File: config.mk
export PLATFORM = sky130hd
export DESIGN_NAME = uart_register_status_irq_unit
export DESIGN_NICKNAME = d
export VERILOG_FILES = /design/src/rtl/uart_rsi_pkg.sv /design/src/rtl/uart_register_status_irq_unit.sv
export SDC_FILE = /design/constraint.sdc
export NUM_CORES = 1
export LEC_CHECK = 0
export ABC_AREA = 1
export BUFFER_PORTS_ARGS = -buffer_cell sky130_fd_sc_hd__buf_2
export CORE_MARGIN = 2
export CORE_UTILIZATION = 31
export CTS_CLUSTER_SIZE = 25
export DETAILED_ROUTE_END_ITERATION = 12
export SLEW_MARGIN = 20
export SYNTH_ARGS = -nofsm -noshare
export SYNTH_HDL_FRONTEND = slang
export SYNTH_SLANG_ARGS = --single-unit
export TNS_END_PERCENT = 30
File: constraint.sdc
create_clock -name aclk -period 3.02 [get_ports aclk]
set_input_delay 0.604 -clock aclk [delete_from_list [all_inputs] [get_ports aclk]]
set_output_delay 0.604 -clock aclk [all_outputs]
set_load 0.05 [all_outputs]
File: src/rtl/uart_rsi_pkg.sv
// Shared constants and types of the UART register, status and interrupt unit.
package uart_rsi_pkg;

    // Bus access and line event codes carried in the input tuser field.
    localparam logic [2:0] ACT_READ_RX   = 3'd0;
    localparam logic [2:0] ACT_READ_STS  = 3'd1;
    localparam logic [2:0] ACT_WRITE_TX  = 3'd2;
    localparam logic [2:0] ACT_WRITE_CTL = 3'd3;
    localparam logic [2:0] ACT_RX_CHAR   = 3'd4;
    localparam logic [2:0] ACT_TX_DONE   = 3'd5;

    // Status register bit positions.
    localparam int STS_DA        = 0;
    localparam int STS_OE        = 1;
    localparam int STS_FE        = 3;
    localparam int STS_TSR_EMPTY = 6;
    localparam int STS_THR_EMPTY = 7;

    // Control register bit positions.
    localparam int CTL_IE         = 5;
    localparam int CTL_SEND_BREAK = 6;
    localparam int CTL_TR         = 7;

    localparam logic [7:0] TX_EMPTY_BITS = 8'hC0;
    localparam logic [7:0] RX_FLAG_BITS  = 8'h03;
    localparam logic [7:0] STATUS_RESET  = TX_EMPTY_BITS;

    localparam int IN_DATA_W  = 16;
    localparam int OUT_DATA_W = 24;

    // One result transaction, packed from the lowest bit up as read_data first.
    typedef struct packed {
        logic       rxd_level;
        logic       break_out;
        logic [7:0] tx_byte;
        logic       tx_valid;
        logic       irq;
        logic [7:0] read_data;
    } result_t;

endpackage

File: src/rtl/uart_register_status_irq_unit.sv
// Top level of the UART register, status and interrupt unit.
//
// The unit models the CPU-visible registers of a classic UART. Each input
// transaction is one bus access or line event: s_tuser selects the action
// (read receive buffer, read status, write transmit holding, write control,
// character received, transmitter done), s_tdata carries the byte and the
// received-break flag. Every input transaction yields exactly one result
// transaction on the m_ channel with the read value, the interrupt level,
// a transmit start strobe and byte, the break output and the receive line.
//
// The register state updates in the cycle the input transaction is accepted;
// into an empty buffer the result appears on m_tvalid in the next cycle, and
// one transaction per cycle is sustained while each result is taken. The
// output side is a two-entry buffer (output register plus skid register), so
// when the receiver stalls one more input is still taken; s_tready drops only
// while both entries are full, and rises the cycle after m_tready returns.
//
// Reset (aresetn low at a rising edge of aclk) empties the output buffer,
// clears the receive buffer, control register, interrupt and pending THRE
// interrupt flags, and sets the status register to THRE and TSRE.
module uart_register_status_irq_unit (
    input  logic        aclk,
    input  logic        aresetn,
    input  logic        s_tvalid,
    output logic        s_tready,
    input  logic [15:0] s_tdata,   // [7:0] data_in, [8] rx_break, [15:9] zero
    input  logic [2:0]  s_tuser,   // [2:0] action
    output logic        m_tvalid,
    input  logic        m_tready,
    output logic [23:0] m_tdata    // [7:0] read_data, [8] irq, [9] tx_valid,
                                   // [17:10] tx_byte, [18] break_out,
                                   // [19] rxd_level, [23:20] zero
);

    logic [7:0] rx_buffer_reg, rx_buffer_next;
    logic [7:0] control_reg, control_next;
    logic [7:0] status_reg, status_next;
    logic       irq_reg, irq_next;
    logic       pend_reg, pend_next;

    uart_rsi_pkg::result_t main_reg, main_next;
    uart_rsi_pkg::result_t skid_reg, skid_next;
    logic                  main_valid_reg, main_valid_next;
    logic                  skid_valid_reg, skid_valid_next;

    uart_rsi_pkg::result_t result;
    logic                  accept;
    logic                  pop;
    logic [7:0]            data_in;
    logic                  rx_break;
    logic                  do_update;

    assign data_in  = s_tdata[7:0];
    assign rx_break = s_tdata[8];
    assign s_tready = !skid_valid_reg;
    assign accept   = s_tvalid && s_tready;
    assign m_tvalid = main_valid_reg;
    assign pop      = main_valid_reg && m_tready;
    assign m_tdata  = {{(uart_rsi_pkg::OUT_DATA_W - $bits(uart_rsi_pkg::result_t)){1'b0}},
                       main_reg};

    // Register semantics for one action. A status update recomputes the
    // interrupt level and latches a rising THRE edge as a pending interrupt.
    always_comb begin
        rx_buffer_next = rx_buffer_reg;
        control_next   = control_reg;
        status_next    = status_reg;
        irq_next       = irq_reg;
        pend_next      = pend_reg;
        do_update      = 1'b0;
        result         = '0;

        case (s_tuser)
            uart_rsi_pkg::ACT_READ_RX: begin
                status_next      = status_reg & ~uart_rsi_pkg::RX_FLAG_BITS;
                do_update        = 1'b1;
                result.read_data = rx_buffer_reg;
            end
            uart_rsi_pkg::ACT_READ_STS: begin
                pend_next = 1'b0;
                do_update = 1'b1;
                if (rx_break) begin
                    status_next[uart_rsi_pkg::STS_FE] = 1'b1;
                end
                result.read_data = status_next;
                // TSRE follows THRE only after the status has been read.
                if (status_next[uart_rsi_pkg::STS_THR_EMPTY]) begin
                    status_next[uart_rsi_pkg::STS_TSR_EMPTY] = 1'b1;
                end
            end
            uart_rsi_pkg::ACT_WRITE_TX: begin
                // The transmitter is held off while BREAK is set.
                if (!control_reg[uart_rsi_pkg::CTL_SEND_BREAK]) begin
                    pend_next       = 1'b0;
                    status_next     = status_reg & ~uart_rsi_pkg::TX_EMPTY_BITS;
                    do_update       = 1'b1;
                    result.tx_valid = 1'b1;
                    result.tx_byte  = data_in;
                end
            end
            uart_rsi_pkg::ACT_WRITE_CTL: begin
                if (data_in[uart_rsi_pkg::CTL_TR]) begin
                    // Transmit request: raise a THRE interrupt if it is empty.
                    if (status_reg[uart_rsi_pkg::STS_THR_EMPTY]) begin
                        pend_next = 1'b1;
                        do_update = 1'b1;
                    end
                    control_next[uart_rsi_pkg::CTL_TR] = 1'b1;
                end else begin
                    control_next = data_in;
                    do_update    = data_in[uart_rsi_pkg::CTL_IE]
                                   != control_reg[uart_rsi_pkg::CTL_IE];
                end
            end
            uart_rsi_pkg::ACT_RX_CHAR: begin
                rx_buffer_next = data_in;
                if (status_reg[uart_rsi_pkg::STS_DA]) begin
                    status_next[uart_rsi_pkg::STS_OE] = 1'b1;
                end else begin
                    status_next[uart_rsi_pkg::STS_DA] = 1'b1;
                end
                do_update = 1'b1;
            end
            uart_rsi_pkg::ACT_TX_DONE: begin
                if (!control_reg[uart_rsi_pkg::CTL_SEND_BREAK]) begin
                    status_next[uart_rsi_pkg::STS_THR_EMPTY] = 1'b1;
                    do_update = 1'b1;
                end
            end
            default: begin
            end
        endcase

        if (do_update) begin
            if (status_next[uart_rsi_pkg::STS_THR_EMPTY]
                    && !status_reg[uart_rsi_pkg::STS_THR_EMPTY]) begin
                pend_next = 1'b1;
            end
            irq_next = control_next[uart_rsi_pkg::CTL_IE]
                       && (status_next[uart_rsi_pkg::STS_DA] || pend_next);
        end

        result.irq       = irq_next;
        result.break_out = control_next[uart_rsi_pkg::CTL_SEND_BREAK];
        result.rxd_level = !rx_break;
    end

    // Two-entry output buffer: the skid entry fills only while the output
    // register holds a result the receiver has not taken.
    always_comb begin
        main_next       = main_reg;
        skid_next       = skid_reg;
        main_valid_next = main_valid_reg;
        skid_valid_next = skid_valid_reg;
        if (!main_valid_reg || pop) begin
            if (skid_valid_reg) begin
                main_next       = skid_reg;
                main_valid_next = 1'b1;
                skid_valid_next = 1'b0;
            end else begin
                main_next       = result;
                main_valid_next = accept;
            end
        end else if (accept) begin
            skid_next       = result;
            skid_valid_next = 1'b1;
        end
    end

    always_ff @(posedge aclk) begin
        if (!aresetn) begin
            rx_buffer_reg  <= '0;
            control_reg    <= '0;
            status_reg     <= uart_rsi_pkg::STATUS_RESET;
            irq_reg        <= 1'b0;
            pend_reg       <= 1'b0;
            main_valid_reg <= 1'b0;
            skid_valid_reg <= 1'b0;
        end else begin
            if (accept) begin
                rx_buffer_reg <= rx_buffer_next;
                control_reg   <= control_next;
                status_reg    <= status_next;
                irq_reg       <= irq_next;
                pend_reg      <= pend_next;
            end
            main_valid_reg <= main_valid_next;
            skid_valid_reg <= skid_valid_next;
        end
    end

    always_ff @(posedge aclk) begin
        main_reg <= main_next;
        skid_reg <= skid_next;
    end

    // The skid entry is only ever occupied behind a held output register.
    a_skid_behind_main: assert property (@(posedge aclk) disable iff (!aresetn)
        !s_tready |-> m_tvalid)
        else $error("skid entry full while output register empty");

    // TSRE is cleared together with THRE and set only while THRE is set.
    a_tsre_implies_thre: assert property (@(posedge aclk) disable iff (!aresetn)
        status_reg[uart_rsi_pkg::STS_TSR_EMPTY] |-> status_reg[uart_rsi_pkg::STS_THR_EMPTY])
        else $error("TSRE set while THRE clear");

    // The interrupt is gated by IE.
    a_irq_gated: assert property (@(posedge aclk) disable iff (!aresetn)
        irq_reg |-> control_reg[uart_rsi_pkg::CTL_IE])
        else $error("interrupt raised with IE clear");

    // An item accepted into an empty buffer is presented in the next cycle.
    a_latency: assert property (@(posedge aclk) disable iff (!aresetn)
        accept && !m_tvalid |=> m_tvalid)
        else $error("accepted transaction not presented on the output");

endmodule
==> flow_summary.yaml <==
global_route:
  grt_pass1_vias: 1770
  grt_pass1_wl_um: 8430
  antenna_found_initial: 0
  grt_max_degree: 22
  grt_usage_pct: 12.9
  grt-ovfl-total: 0
critical_path:
  worstSetupPathType: "reg -> out"
  critPathMaxFanout: 13
  cpPeakStageDelay_ns: 0.57
  critPathSlowestCell: "dfxtp_1"
  crit_path_end_kind: "output pin"
  critPathLaunchType: "flip-flop"
  worstPathArrival_ns: 1.46
  cp.required_ns: 2.42
  crit_chain: "buf_4 -> inv_1 -> buf_2"
layout:
  layout_commonest_cell: "nand2_1"
  fin_nets: 346
  drive_above_1_share_pct: 21.0
  syn_to_final_growth_pct: 21.8
  final_cell_mix: "nand2_1 (87), edfxtp_1 (40), buf_2 (37)"
  n_antenna_cell: 0
timing:
  final-hold-violation-count: 0
  whs_ns: 0.458
  tns_ns: 0
  max_freq_ghz: 0.484
  drv_slew: 0
  rsz0062_at_grt: "no"
  finalCritPeriodShare_pct: 68.4
  fin_crit_ns: 2.07
  fin_skew_ns: 0.00812
  setup_viol: 0
cts:
  cts_resized: 0
  clk_latency_ns: 0.34
  max-clock-path-buffers: 2
  cts_tree: "yes"
  clock_sinks: 59
  cts_root_buffer: "clkbuf_8"
  cts_buffers: 9
  clk_pin_slew_ns: 0.07
  htreeDepth: 3
  hold_buffers: 0
  post_cts_buffers: 0
synth:
  syn_area_per_cell_um2: 9.15
  yosysUniqueCellTypes: 23
  yosysSeqAreaShare_pct: 62.6
  syn-instance-count: 276
  synth_seq_cells: 59
  ys.warnings.count: 0
  syn_area_um2: 2530
drt:
  via_per_inst: 4.50
  vias: 1933
  drtIter0Drc: 79
  routedWlPerCell_um: 12.4
  wirelength_um: 5340
  drc: 0
  drtPass1Iterations: 4
  ant_nets: 0
die:
  start_util_pct: 32.4
  design.die.area_um2: 8890
  core_area_um2: 7810
  die_height_um: 94.3
  rows: 32
  die_w_um: 94.3
  num_io_pins: 49
power:
  leakage_nw: 1.42
  p_total_mw: 2.01
  vdd_drop_max_v: 0.000206
  p_per_area_nw_per_um2: 653
worst_hold_path:
  min_path_type: "reg -> reg"
placed_design:
  portBuffers: 37
  dpl.hpwl_um: 3810
  gp_congestion: 0.795
outcome:
  status: "finished, final reports clean"
flow_run:
  drv_cap: 0
where the power goes:
part | switching [mW] | internal, mW | leakage (nW) | total (mW)
combinational | 0.172 | 0.0491 | 0.724 | 0.221
clock | 0.331 | 0.546 | 0.119 | 0.878
sequential | 0.0127 | 0.899 | 0.576 | 0.912
total | 0.516 | 1.49 | 1.42 | 2.01
layout make-up:
cell class                      count  area (µm²)
Fill cell                         787        4730
Sequential cell                    59        1580
Multi-Input combinational cell    179         786
Timing Repair Buffer               42         223
Tap cell                          102         128
Clock buffer                        9         124
Inverter                           32         120
Clock inverter                      7         116
cell families (layout without fill, tap and decap cells):
logic type	after synthesis	after routing	synth area share, %
AO/OA/AOI/OAI	38	38	8.02
buffers and inverters	41	90	6.74
flip-flops	59	59	62.6
other	1	4	0.148
AND/OR/NAND/NOR	137	137	22.5
worst max-delay path, delay by kind of cell, from the launching register on:
family / cells / cell delay (ns)
buf+inv: 3 / 0.55
flops: 1 / 0.57
synth_stat cells:
master | instances | area share (%)
a31oi_1 | 3 | 0.74
nand2_1 | 87 | 13
nor3_2 | 1 | 0.40
inv_1 | 29 | 4.3
inv_2 | 2 | 0.30
nor2_4 | 2 | 0.89
a21oi_1 | 10 | 2.0
buf_2 | 1 | 0.20
o211ai_1 | 1 | 0.30
dfxtp_1 | 19 | 15
nand2_2 | 1 | 0.25
edfxtp_1 | 40 | 48
nand3_2 | 1 | 0.40
conb_1 | 1 | 0.15
clkinv_1 | 1 | 0.15
o21ai_0 | 22 | 4.4
a22o_1 | 1 | 0.35
nand3_1 | 11 | 2.2
nor2_2 | 4 | 0.99
a211oi_1 | 1 | 0.30
buf_4 | 4 | 1.2
clkbuf_1 | 4 | 0.59
nor2_1 | 30 | 4.5
stage by stage:
stage               cell area, µm²  std cells  utilization, %  setup WS, ns
global route                  3080        430            39.4         0.825
finish                        3080        430            39.4         0.955
CTS                           3080        430            39.4         0.910
global placement              2840        414            36.3         0.966
detailed placement            2840        414            36.3         0.960
floorplan                     2540        279               -         0.596
routing by layer:
metal / global-route usage (%) / up-vias / wire length [µm]
met4: 6.52 / 0 / 85
met1: 17.0 / 880 / 2420
met2: 19.2 / 62 / 2400
met5: 0 / - / 0
met3: 3.61 / 9 / 425
li1: - / 982 / -
final timing paths:
| check | start | endpoint | slack [ns] | depth (start not counted) |
|---|---|---|---|---|
| setup / recovery | skid_valid_reg$_SDFFE_PP0P_ | s_tready | 0.95 | 3 |
| hold / removal | status_reg[1]$_SDFFE_PN0P_ | status_reg[1]$_SDFFE_PN0P_ | 0.46 | 2 |
| setup reg to reg | skid_valid_reg$_SDFFE_PP0P_ | skid_reg[5]$_DFFE_PP_ | 1.19 | 4 |
| hold reg to reg | status_reg[1]$_SDFFE_PN0P_ | status_reg[1]$_SDFFE_PN0P_ | 0.46 | 2 |
Power figures use the tool's default switching activity.
